`config.mk`:
```
export PLATFORM = sky130hd
export DESIGN_NAME = three_class_priority_queue_scheduler
export DESIGN_NICKNAME = d
export VERILOG_FILES = /design/src/hdl/tcpq_pkg.sv /design/src/hdl/tcpq_fifo.sv /design/src/hdl/tcpq_arbiter.sv /design/src/hdl/three_class_priority_queue_scheduler.sv
export VERILOG_INCLUDE_DIRS = /design/src /design/src/hdl
export SDC_FILE = /design/constraint.sdc
export NUM_CORES = 1
export LEC_CHECK = 0
export BUFFER_PORTS_ARGS = -buffer_cell sky130_fd_sc_hd__buf_2
export CAP_MARGIN = 25
export CORE_MARGIN = 3
export CORE_UTILIZATION = 46
export CTS_CLUSTER_SIZE = 28
export DETAILED_ROUTE_END_ITERATION = 8
export PLACE_DENSITY = 0.66
export REMOVE_ABC_BUFFERS = 1
export SLEW_MARGIN = 20
export SYNTH_ARGS = -nofsm -noshare
export SYNTH_HDL_FRONTEND = slang
export SYNTH_SLANG_ARGS = --single-unit
```
`constraint.sdc`:
```
create_clock -name clk_i -period 3.7 [get_ports clk_i]
set_input_delay 0.37 -clock clk_i [delete_from_list [all_inputs] [get_ports clk_i]]
set_output_delay 0.37 -clock clk_i [all_outputs]
set_load 0.03 [all_outputs]
```
`src/hdl/three_class_priority_queue_scheduler_macros.svh`:
```
// Assertion macros for the three-class priority queue scheduler.
`ifndef THREE_CLASS_PRIORITY_QUEUE_SCHEDULER_MACROS_SVH
`define THREE_CLASS_PRIORITY_QUEUE_SCHEDULER_MACROS_SVH
`ifndef SYNTHESIS
`define TCPQ_ASSERT(name, clk, rst_n, prop) \
  name: assert property (@(posedge clk) disable iff (!rst_n) prop) \
    else $error("tcpq assertion failed");
`define TCPQ_ASSERT_NEVER(name, clk, rst_n, cond) \
  name: assert property (@(posedge clk) disable iff (!rst_n) !(cond)) \
    else $error("tcpq forbidden condition seen");
`else
`define TCPQ_ASSERT(name, clk, rst_n, prop)
`define TCPQ_ASSERT_NEVER(name, clk, rst_n, cond)
`endif
`endif

```
`src/hdl/tcpq_pkg.sv`:
```
// Shared types and constants of the three-class priority queue scheduler.
package tcpq_pkg;

  localparam int unsigned QueueDepthDefault = 16;
  localparam int unsigned NumClasses        = 3;
  localparam int unsigned DataW             = 8;
  localparam int unsigned OccW              = 6;
  localparam int unsigned LimitW            = 8;
  localparam int unsigned ApbAddrW          = 3;
  localparam int unsigned ApbDataW          = 32;

  localparam logic [LimitW-1:0]       RunLimitReset = 8'd3;
  localparam logic [LimitW-1:0]       RunCountMax   = 8'hFF;
  localparam logic signed [DataW-1:0] EmptyValue    = -8'sd1;
  localparam logic                    RegIdxRunLimit = 1'b0;

  typedef enum logic [1:0] {
    ClassNormal   = 2'd0,
    ClassPriority = 2'd1,
    ClassTop      = 2'd2,
    ClassNone     = 2'd3
  } class_e;

  typedef enum logic {
    OpEnqueue = 1'b0,
    OpDequeue = 1'b1
  } op_e;

  typedef struct packed {
    logic                    opcode;
    logic [1:0]              queue_class;
    logic signed [DataW-1:0] entry_value;
  } cmd_t;

  typedef struct packed {
    logic signed [DataW-1:0] out_value;
    logic [1:0]              served_class;
    logic                    nothing_to_serve;
    logic                    entry_accepted;
    logic                    all_empty;
    logic [OccW-1:0]         total_occupancy;
  } rsp_t;

  typedef struct packed {
    logic [NumClasses-1:0] push;
    logic [NumClasses-1:0] pop;
    class_e                served;
    logic                  nothing;
    logic                  accepted;
  } ctrl_t;

endpackage

```
`src/hdl/tcpq_fifo.sv`:
```
// One class FIFO: storage array, wrapping pointers, fill count, registered read data.
module tcpq_fifo #(
  parameter int unsigned Depth = tcpq_pkg::QueueDepthDefault
) (
  input  logic                             clk_i,
  input  logic                             rst_ni,
  input  logic                             push_i,
  input  logic                             pop_i,
  input  logic signed [tcpq_pkg::DataW-1:0] wdata_i,
  output logic signed [tcpq_pkg::DataW-1:0] rdata_o,
  output logic [$clog2(Depth+1)-1:0]       count_o
);

  localparam int unsigned PtrW = $clog2(Depth);
  localparam int unsigned CntW = $clog2(Depth + 1);

  logic signed [tcpq_pkg::DataW-1:0] mem [Depth];
  logic signed [tcpq_pkg::DataW-1:0] rdata_q;
  logic [PtrW-1:0] wr_ptr_q, wr_ptr_d;
  logic [PtrW-1:0] rd_ptr_q, rd_ptr_d;
  logic [CntW-1:0] count_q, count_d;

  always_comb begin
    wr_ptr_d = wr_ptr_q;
    rd_ptr_d = rd_ptr_q;
    if (push_i) begin
      wr_ptr_d = (wr_ptr_q == PtrW'(Depth - 1)) ? '0 : wr_ptr_q + 1'b1;
    end
    if (pop_i) begin
      rd_ptr_d = (rd_ptr_q == PtrW'(Depth - 1)) ? '0 : rd_ptr_q + 1'b1;
    end
  end

  always_comb begin
    unique case ({push_i, pop_i})
      2'b10:   count_d = count_q + 1'b1;
      2'b01:   count_d = count_q - 1'b1;
      default: count_d = count_q;
    endcase
  end

  always_ff @(posedge clk_i or negedge rst_ni) begin
    if (!rst_ni) begin
      wr_ptr_q <= '0;
      rd_ptr_q <= '0;
      count_q  <= '0;
    end else begin
      wr_ptr_q <= wr_ptr_d;
      rd_ptr_q <= rd_ptr_d;
      count_q  <= count_d;
    end
  end

  always_ff @(posedge clk_i) begin
    if (push_i) begin
      mem[wr_ptr_q] <= wdata_i;
    end
    if (pop_i) begin
      rdata_q <= mem[rd_ptr_q];
    end
  end

  assign rdata_o = rdata_q;
  assign count_o = count_q;

endmodule

```
`src/hdl/tcpq_arbiter.sv`:
```
// Enqueue admission, strict and ratio-based dequeue choice, and the priority run counter.
module tcpq_arbiter #(
  parameter int unsigned Depth = tcpq_pkg::QueueDepthDefault
) (
  input  logic                                                clk_i,
  input  logic                                                rst_ni,
  input  logic                                                cmd_valid_i,
  input  tcpq_pkg::cmd_t                                      cmd_i,
  input  logic [tcpq_pkg::NumClasses-1:0][$clog2(Depth+1)-1:0] counts_i,
  input  logic [tcpq_pkg::LimitW-1:0]                         run_limit_i,
  output tcpq_pkg::ctrl_t                                     ctrl_o
);

  localparam int unsigned CntW = $clog2(Depth + 1);

  logic [tcpq_pkg::NumClasses-1:0] full, empty;
  logic [tcpq_pkg::LimitW-1:0] run_cnt_q, run_cnt_d, run_bumped;

  always_comb begin
    for (int i = 0; i < tcpq_pkg::NumClasses; i++) begin
      full[i]  = (counts_i[i] == CntW'(Depth));
      empty[i] = (counts_i[i] == '0);
    end
  end

  assign run_bumped = (run_cnt_q == tcpq_pkg::RunCountMax) ? run_cnt_q : run_cnt_q + 1'b1;

  always_comb begin
    ctrl_o        = '0;
    ctrl_o.served = tcpq_pkg::ClassNone;
    run_cnt_d     = run_cnt_q;
    if (cmd_valid_i) begin
      if (cmd_i.opcode == tcpq_pkg::OpEnqueue) begin
        unique case (tcpq_pkg::class_e'(cmd_i.queue_class))
          tcpq_pkg::ClassNormal: begin
            ctrl_o.push[tcpq_pkg::ClassNormal] = !full[tcpq_pkg::ClassNormal];
          end
          tcpq_pkg::ClassPriority: begin
            ctrl_o.push[tcpq_pkg::ClassPriority] = !full[tcpq_pkg::ClassPriority];
          end
          tcpq_pkg::ClassTop: begin
            ctrl_o.push[tcpq_pkg::ClassTop] = !full[tcpq_pkg::ClassTop];
          end
          default: begin
            ctrl_o.push = '0;
          end
        endcase
        ctrl_o.accepted = |ctrl_o.push;
      end else begin
        priority if (!empty[tcpq_pkg::ClassTop]) begin
          ctrl_o.served = tcpq_pkg::ClassTop;
        end else if (empty[tcpq_pkg::ClassNormal]) begin
          if (empty[tcpq_pkg::ClassPriority]) begin
            ctrl_o.nothing = 1'b1;
          end else begin
            ctrl_o.served = tcpq_pkg::ClassPriority;
            run_cnt_d     = run_bumped;
          end
        end else if (run_cnt_q >= run_limit_i || empty[tcpq_pkg::ClassPriority]) begin
          ctrl_o.served = tcpq_pkg::ClassNormal;
          run_cnt_d     = '0;
        end else begin
          ctrl_o.served = tcpq_pkg::ClassPriority;
          run_cnt_d     = run_bumped;
        end
        unique case (ctrl_o.served)
          tcpq_pkg::ClassNormal:   ctrl_o.pop[tcpq_pkg::ClassNormal]   = 1'b1;
          tcpq_pkg::ClassPriority: ctrl_o.pop[tcpq_pkg::ClassPriority] = 1'b1;
          tcpq_pkg::ClassTop:      ctrl_o.pop[tcpq_pkg::ClassTop]      = 1'b1;
          default:                 ctrl_o.pop                          = '0;
        endcase
      end
    end
  end

  always_ff @(posedge clk_i or negedge rst_ni) begin
    if (!rst_ni) begin
      run_cnt_q <= '0;
    end else begin
      run_cnt_q <= run_cnt_d;
    end
  end

endmodule

```
`src/hdl/three_class_priority_queue_scheduler.sv`:
```
// Top level of the three-class priority queue scheduler.
//
//   port group            direction  transaction taken when
//   start_i / cmd_i       in         start_i high and busy_o low at the clock edge
//   done_o / rsp_o        out        done_o high; one cycle only, no back-pressure
//   psel .. prdata        in / out   psel, penable, pwrite and pready high
//
// One command per cycle; its result strobes after it passes the command register,
// then the decision and FIFO read into the result register.
// busy_o stays low: every command takes the same path through both registers.
// Reset clears FIFO pointers, fill counts and the run counter and loads a run
// limit of 3; FIFO storage is not cleared and needs no clearing pass.
module three_class_priority_queue_scheduler #(
  parameter int unsigned QueueDepth = tcpq_pkg::QueueDepthDefault
) (
  input  logic                            clk_i,
  input  logic                            rst_ni,
  input  logic                            start_i,
  input  tcpq_pkg::cmd_t                  cmd_i,
  output logic                            busy_o,
  output logic                            done_o,
  output tcpq_pkg::rsp_t                  rsp_o,
  input  logic                            psel,
  input  logic                            penable,
  input  logic                            pwrite,
  input  logic [tcpq_pkg::ApbAddrW-1:0]   paddr,
  input  logic [tcpq_pkg::ApbDataW-1:0]   pwdata,
  output logic [tcpq_pkg::ApbDataW-1:0]   prdata,
  output logic                            pready
);

  `include "three_class_priority_queue_scheduler_macros.svh"

  localparam int unsigned CntW = $clog2(QueueDepth + 1);
  localparam int unsigned TotW = $clog2(tcpq_pkg::NumClasses * QueueDepth + 1);

  logic                                    cmd_valid_q;
  tcpq_pkg::cmd_t                          cmd_q;
  logic [tcpq_pkg::LimitW-1:0]             run_limit_q;
  logic                                    cfg_write;
  tcpq_pkg::ctrl_t                         ctrl;
  logic [tcpq_pkg::NumClasses-1:0][CntW-1:0] counts;
  logic signed [tcpq_pkg::DataW-1:0]       rdata [tcpq_pkg::NumClasses];
  logic [TotW-1:0]                         total_now, total_d;
  logic                                    done_q;
  tcpq_pkg::class_e                        served_q;
  logic                                    nothing_q;
  logic                                    accepted_q;
  logic [TotW-1:0]                         total_q;

  assign busy_o = 1'b0;
  assign pready = 1'b1;

  // Configuration
  assign cfg_write = psel && penable && pwrite && pready && (paddr[2] == tcpq_pkg::RegIdxRunLimit);

  always_ff @(posedge clk_i or negedge rst_ni) begin
    if (!rst_ni) begin
      run_limit_q <= tcpq_pkg::RunLimitReset;
    end else if (cfg_write) begin
      run_limit_q <= pwdata[tcpq_pkg::LimitW-1:0];
    end
  end

  assign prdata = (paddr[2] == tcpq_pkg::RegIdxRunLimit) ?
                  tcpq_pkg::ApbDataW'(run_limit_q) : '0;

  // Command register
  always_ff @(posedge clk_i or negedge rst_ni) begin
    if (!rst_ni) begin
      cmd_valid_q <= 1'b0;
    end else begin
      cmd_valid_q <= start_i && !busy_o;
    end
  end

  always_ff @(posedge clk_i) begin
    if (start_i && !busy_o) begin
      cmd_q <= cmd_i;
    end
  end

  tcpq_arbiter #(
    .Depth(QueueDepth)
  ) u_arbiter (
    .clk_i      (clk_i),
    .rst_ni     (rst_ni),
    .cmd_valid_i(cmd_valid_q),
    .cmd_i      (cmd_q),
    .counts_i   (counts),
    .run_limit_i(run_limit_q),
    .ctrl_o     (ctrl)
  );

  for (genvar g = 0; g < tcpq_pkg::NumClasses; g++) begin : gen_fifo
    tcpq_fifo #(
      .Depth(QueueDepth)
    ) u_fifo (
      .clk_i  (clk_i),
      .rst_ni (rst_ni),
      .push_i (ctrl.push[g]),
      .pop_i  (ctrl.pop[g]),
      .wdata_i(cmd_q.entry_value),
      .rdata_o(rdata[g]),
      .count_o(counts[g])
    );
  end

  // Occupancy after this command
  always_comb begin
    total_now = '0;
    for (int i = 0; i < tcpq_pkg::NumClasses; i++) begin
      total_now = total_now + TotW'(counts[i]);
    end
    total_d = total_now + TotW'(ctrl.accepted) - TotW'(|ctrl.pop);
  end

  // Result register
  always_ff @(posedge clk_i or negedge rst_ni) begin
    if (!rst_ni) begin
      done_q <= 1'b0;
    end else begin
      done_q <= cmd_valid_q;
    end
  end

  always_ff @(posedge clk_i) begin
    if (cmd_valid_q) begin
      served_q   <= ctrl.served;
      nothing_q  <= ctrl.nothing;
      accepted_q <= ctrl.accepted;
      total_q    <= total_d;
    end
  end

  assign done_o = done_q;

  always_comb begin
    rsp_o                  = '0;
    rsp_o.served_class     = served_q;
    rsp_o.nothing_to_serve = nothing_q;
    rsp_o.entry_accepted   = accepted_q;
    rsp_o.all_empty        = (total_q == '0);
    rsp_o.total_occupancy  = tcpq_pkg::OccW'(total_q);
    unique case (served_q)
      tcpq_pkg::ClassNormal:   rsp_o.out_value = rdata[tcpq_pkg::ClassNormal];
      tcpq_pkg::ClassPriority: rsp_o.out_value = rdata[tcpq_pkg::ClassPriority];
      tcpq_pkg::ClassTop:      rsp_o.out_value = rdata[tcpq_pkg::ClassTop];
      default: rsp_o.out_value = nothing_q ? tcpq_pkg::EmptyValue : '0;
    endcase
  end

  `TCPQ_ASSERT(a_done_follows_start, clk_i, rst_ni, done_o |-> $past(start_i, 2))
  `TCPQ_ASSERT(a_nothing_means_empty, clk_i, rst_ni,
               (done_o && nothing_q) |-> (total_q == '0 && served_q == tcpq_pkg::ClassNone))
  `TCPQ_ASSERT(a_accept_not_empty, clk_i, rst_ni, (done_o && accepted_q) |-> (total_q != '0))
  `TCPQ_ASSERT_NEVER(a_total_in_range, clk_i, rst_ni,
                     done_o && (total_q > TotW'(tcpq_pkg::NumClasses * QueueDepth)))

endmodule

```
# [After elaboration in Yosys (flattened, before gate mapping)]
# Memory sizes are Yosys's and may differ from the RTL's. A register that Yosys moved wholly into a read port is not among the register bits.
# Index checks and enable logic that the tools add are counted.
[classes] addsub=17 order_cmp=1 n_eq_ne=23 n_mux=47 bitwise_logic=1 reduce_logical=22
[ops] operator="$mux 8" n=6
[ops] operator="$pmux 5 s2" n=3
[ops] operator="$add 4x1->4 const B" n=6
[ops] operator="$eq 4x4->1 const B" n=6
[ops] operator="$mux 4" n=6
[ops] operator="$pmux 8 s3" n=1
[ops] operator="$mux 1" n=23
[ops] operator="$add 5x1->5 const B" n=3
[ops] operator="$eq 5x5->1 const B" n=3
[ops] operator="$logic_not 5->1" n=3
[ops] operator="$sub 5x1->5 const B" n=3
[ops] operator="$eq 2x1->1 const B" n=6
[ops] operator="$eq 2x2->1 const B" n=6
[ops] operator="$mux 10" n=1
[ops] operator="$mux 2" n=5
[ops] operator="$add 8x1->8 const B" n=1
[ops] operator="$eq 8x8->1 const B" n=1
[ops] operator="$ge 8x8->1" n=1
[ops] operator="$reduce_and 4->1" n=2
[ops] operator="$add 5x5->6" n=1
[ops] operator="$add 6x1->6" n=1
[ops] operator="$add 6x5->6" n=1
[ops] operator="$logic_not 2->1" n=3
[ops] operator="$logic_not 6->1" n=1
[ops] operator="11 further kinds" n=18
[word_totals] ff_bits=78 ramBits=384 inputBits=52 output_inout_bits=54 wordCells=134 memories=3
[memory_table] name="gen_fifo[0].u_fifo.mem" words=16 width=8 read_ports=1 rd_clocked_by_memory_dff=1 wr=1 line="tcpq_fifo.sv:17" source="logic signed [tcpq_pkg::DataW-1:0] mem [Depth];"
[memory_table] name="gen_fifo[1].u_fifo.mem" words=16 width=8 read_ports=1 rd_clocked_by_memory_dff=1 wr=1 line="tcpq_fifo.sv:17"
[memory_table] name="gen_fifo[2].u_fifo.mem" words=16 width=8 read_ports=1 rd_clocked_by_memory_dff=1 wr=1 line="tcpq_fifo.sv:17"

# [Depth between registers and ports, before layout]
[depth] word_depth=13 ltp_mapped=15 ltp_nobuf=15

# [Hierarchy]
# Synthesis repeated with hierarchy kept, for this count alone.
[hier_totals] hier_cells=1171 area_unflattened_um2=20714.9
[modules_own_cells] module="tcpq_fifo at gen_fifo[1].u_fifo ..." n_inst=2 cells_per_inst=308 area_each_um2=5978.2 seq_area_each_um2=4409.2
[modules_own_cells] module="tcpq_fifo at gen_fifo[0].u_fifo" n_inst=1 cells_per_inst=308 area_each_um2=5984.5 seq_area_each_um2=4409.2
[modules_own_cells] module="three_class_priority_queue_scheduler" n_inst=1 cells_per_inst=144 area_each_um2=1939.4 seq_area_each_um2=883.3
[modules_own_cells] module="tcpq_arbiter" n_inst=1 cells_per_inst=103 area_each_um2=834.6 seq_area_each_um2=200.2

# [Worst setup path before layout]
# Ideal clock, no wire load.
[synth_timing] kind="reg2reg" startpoint="reg gen_fifo[1].u_fifo.count_q[0]" endpoint="reg total_q[4], data pin" setup_time_ns=0.258 arrival_ns=3.344 t_required_ns=3.442 slack_ns=0.099 path_stages_with_launch=14 n_path_buf=0 synth_period_minus_slack_ns=3.601 path_cell_list="dfrtp_1 -> or4_1 -> nor4_4 -> a21oi_1 -> ha_1 -> inv_1 -> fa_1 -> ha_1 -> inv_1 -> fa_1 -> inv_1 -> a21o_1 -> a21oi_1 -> xnor2_1"
[synth_via] elab_chain_len=13 elab_cells_between_ends=28 cone_classes="add/sub: 4; eq/ne: 3; mux: 15; reduce/logical: 6"
[synth_rtl] element="start: declaration" line="tcpq_fifo.sv:21" source="logic [CntW-1:0] count_q, count_d;"
[synth_rtl] element="start signal: assignment" line="tcpq_fifo.sv:50" source="count_q <= count_d;"
[synth_rtl] element="parallel branches: the longest is 12 deep, another holds $add 5x5->6"
[synth_rtl] element="$sub 6x1->6 (*)" line="three_class_priority_queue_scheduler.sv:115" source="total_d = total_now + TotW'(ctrl.accepted) - TotW'(|ctrl.pop);"
[synth_rtl] element="net total_d[4]" line="three_class_priority_queue_scheduler.sv:44" source="logic [TotW-1:0] total_now, total_d;"
[synth_rtl] element="end signal: assignment" line="three_class_priority_queue_scheduler.sv:132" source="total_q <= total_d;"
[synth_rtl] element="end: declaration" line="three_class_priority_queue_scheduler.sv:49" source="logic [TotW-1:0] total_q;"
# Mark *: on every way through the listed nets, which the timed path passes. The select of a mux whose other input is x is not followed.
# A chain may end at the register's enable or synchronous reset.

# [Worst setup path after layout]
[layout_timing] startpoint="reg gen_fifo[0].u_fifo.count_q[2]" endpoint="reg total_q[4], data pin"
[layout_via] elab_chain_len=11 elab_cells_between_ends=25 cone_classes="add/sub: 4; eq/ne: 3; mux: 13; reduce/logical: 5"
[layout_rtl] element="start: declaration" line="tcpq_fifo.sv:21"
[layout_rtl] element="start signal: assignment" line="tcpq_fifo.sv:50"
[layout_rtl] element="parallel branches: the longest is 10 deep, another holds $add 5x5->6"
[layout_rtl] element="$sub 6x1->6 (*)" line="three_class_priority_queue_scheduler.sv:115"
[layout_rtl] element="net total_d[4]" line="three_class_priority_queue_scheduler.sv:44"
# Marks and branches as above.

==> results.toml <==
[drt]
detail_route.first_pass.iterations = 5
drcViolationCount = 0
routed_wire_length_per_instance_um = 22.3
wl_um = 42800
detailroute.via_count = 10600
route.detailed.vias_per_inst = 5.51
drt_first_iter_violations = 882
detail-route-antenna-nets = 0

[timing]
final_max_slew_viol_count = 0
post-route-min-period_ps = 3530
skew_ps = 15.0
maxSlewHeadroom = 0.481
timing.fmax_ghz = 0.283
setup_repair_after_global_routing_missed_its_margin = "false"
timing.final.hold_violations = 0
setup_viol = 0
setup_tns_final_ps = 0
timing.final.crit_share = 0.954
timing_worst_slew_pin_value_ps = 778

[worst_setup_path]
timing.reg2reg.setup_slack_ps = 170
reg2regPathDepth = 13
critical_path_required_ps = 4020
setup.worst_path.class = "register to register"
regToRegEndpoint = "total_q[4]$_DFFE_PP_"
arrival_ps = 3850
worstReg2RegStart = "gen_fifo[0].u_fifo.count_o[2]$_DFFE_PN0P_"
startpoint_type_of_the_worst_setup_path = "register"
timing.critical_path.to_type = "register"
worstPathMaxFanout = 5

[power]
p_int_mw = 11.2
switchingPower_mw = 4.90
seq_power_share = 0.429
power_density_nw_per_um2 = 693
worst_ir_drop_vdd_mv = 0.408
leakage_nw = 8.15
comb_power_share = 0.278
clkPwrFrac = 0.293
power_switching_share = 0.305

[synthesis]
synth_common_cells = "edfxtp_1 (429), mux4_2 (80), mux2i_1 (58)"
synth-adder-area-share = 0.0368
synth_top_area_cell = "edfxtp_1"
number_of_flops_mapped_to_enable_cells_by_yosys = 429
post_synth_xor_area_fraction = 0.0120
synth.top_cells.by_area = "edfxtp_1 (63%), mux4_2 (8.8%), dfrtp_1 (6.7%)"
post-synth-top-count-cell = "edfxtp_1"
ys.warnings.count = 0
synth_top_family_by_area = "multiplexers"
post_synth_inst_count = 1191
synth_compound_area_frac = 0.0464
synthDistinctLibCells = 57
post-synth-top-area-fraction = 0.628
postSynth.asyncResetShare = 0.117
ys_ff_latch = 486
synth.area.mux_share = 0.128
synth_flop_cell = "edfxtp_1"
synth.avg_cell_area_um2 = 17.2
syn-cell-area_um2 = 20500
synth_sequential_area_ratio = 0.697
synth_simple_gate_area_share = 0.0490

[floorplanning]
floorplan.initialDensity = 0.471
design.core.area_um2 = 43600
ios = 106
placement_rows = 76
die_w_um = 217
die_area_um2 = 47200
chipHeight_um = 217

[clocking]
htree_num_levels = 2
tritoncts = "built"
clock_tree.buffer_depth = 3
worst_skew_late_latency_ps = 580
cts_post_setup_buffers_inserted = 0
cts_root_buf = "clkbuf_16"
cts_made_buffers = 48
worst_setup_hold_path_clk_slew_ps = 60
cts.sink_count = 486

[worst_hold_path]
min_path_type = "input port to register"
whs_endpoint = "run_limit_q[6]$_DFFE_PN0P_"
hp-start = "pwdata[6]"
min_path_cells = 2

[final_layout]
post_route_cell_area_um2 = 23200
layoutNonFillerInstCount = 1919
nNetsFinal = 1403
flow.area_growth_from_synthesis_pct = 13.1
layout-drive-gt1-share = 0.208
num_antenna_cells = 0

[placement]
detailed_place.area_um2 = 21500
post-place-cells = 1815
gp_routability_congestion = 0.828
place.detailed.hpwl_um = 26900
port_buffers = 53

[run_status]
run_status = "completed"

[run]
timing.max_cap.violations = 0

[global_route]
grt_max_degree = 49
grt_pass1_wl_um = 66200
initial_antenna_violation_count = 1
groute.usage.overall = 0.186
first_global_vias = 11000
grt_remaining_overflow = 0
state kept, by name, indices dropped and copies added, names as in the netlist, 2 cells and up:
register and cells:
served_q 2, gen_fifo.u_fifo.wr_ptr_q 12, total_q 6, cmd_q 11, gen_fifo.u_fifo.rdata_o 24, gen_fifo.u_fifo.mem 384
gen_fifo.u_fifo.count_o 15, u_arbiter.run_cnt_q 8, gen_fifo.u_fifo.rd_ptr_q 12, run_limit_q 8
what timing repair did:
action                                  4_1_cts  5_1_grt
hold buffers                                 16        0
gates resized for setup                       0        3
endpoints found under the setup margin        0        2
endpoints found under the hold margin        33        0
how the worst max path moves through the flow:
stage,slack [ps],endpoint,cells after the start,start
2_1_floorplan,40,gen_fifo[0].u_fifo.count_o[4]$_DFFE_PN0P_,12,gen_fifo[1].u_fifo.count_o[0]$_DFFE_PN0P_
3_3_place_gp,200,total_q[4]$_DFFE_PP_,13,gen_fifo[0].u_fifo.count_o[2]$_DFFE_PN0P_
3_5_place_dp,170,total_q[4]$_DFFE_PP_,13,gen_fifo[0].u_fifo.count_o[2]$_DFFE_PN0P_
4_1_cts,160,total_q[4]$_DFFE_PP_,13,gen_fifo[0].u_fifo.count_o[2]$_DFFE_PN0P_
5_1_grt,20,total_q[4]$_DFFE_PP_,13,gen_fifo[0].u_fifo.count_o[2]$_DFFE_PN0P_
6_report,170,total_q[4]$_DFFE_PP_,13,gen_fifo[0].u_fifo.count_o[2]$_DFFE_PN0P_
cells by family (layout without fill, tap and decap cells):
family,count (synthesis),in the layout
other cells,2,26
fa+ha+maj,55,55
mux,160,160
flops,486,486
buf+inv,130,249
xor+xnor,28,28
compound gates,143,143
simple gates,187,187
layer usage:
layer,track usage,vias up,share of wire
li1,-,4808,-
met1,0.252,5423,0.43
met2,0.314,275,0.50
met3,0.0320,67,0.050
met4,0.0539,0,0.026
met5,0,-,0
power groups by stage:
stage	clock network (mW)	logic (mW)	registers, mW
floorplan	0	2.81	7.34
global placement	0	4.42	7.00
detailed placement	0	4.48	7.02
CTS	4.83	4.52	6.91
global route	5.06	4.96	6.97
finish	4.71	4.47	6.91
per-stage QoR:
stage          power, mW  hold slack (ps)  setup slack, ps   util
2_1_floorplan       10.1             74.4             44.1      -
3_3_place_gp        11.4              490              202  0.493
3_5_place_dp        11.5              380              168  0.494
4_1_cts             16.3             2.61              157  0.533
5_1_grt             17.0             12.7             15.2  0.533
6_report            16.1             40.7              170  0.533
area by class of cell:
cell class | count | area [µm²]
Multi-Input combinational cell | 599 | 5690
Timing Repair Buffer | 106 | 728
Clock inverter | 25 | 226
Sequential cell | 486 | 14300
Fill cell | 3454 | 20400
Inverter | 55 | 206
Tap cell | 585 | 732
Clock buffer | 63 | 1300
critical path: stages, from the launching register on:
cell and delay (ps):
dfrtp_1 430, or4_1 670, nor4_4 200, a21oi_1 130, ha_1 300, inv_1 50, fa_1 480, ha_1 160
inv_1 60, fa_1 450, inv_1 70, a21o_1 100, a21oi_1 70, xnor2_1 120
cell usage in the layout (no fill, tap or decap), types with 11 or more instances in the layout:
cell           count
a21oi_1           27
a221oi_1          24
a22oi_1           16
and2_1            47
and3_1            11
buf_2             53
buf_4             35
clkbuf_1          12
clkbuf_16         49
conb_1            26
dfrtp_1           52
dlygate4sd3_1     16
edfxtp_1         429
ha_1              46
inv_1             54
mux2_2            22
mux2i_1           58
mux4_2            80
nand2_1           48
nor2_1            26
nor3_1            12
o21ai_0           48
xnor2_1           20
(Power assumes the default switching activity.)
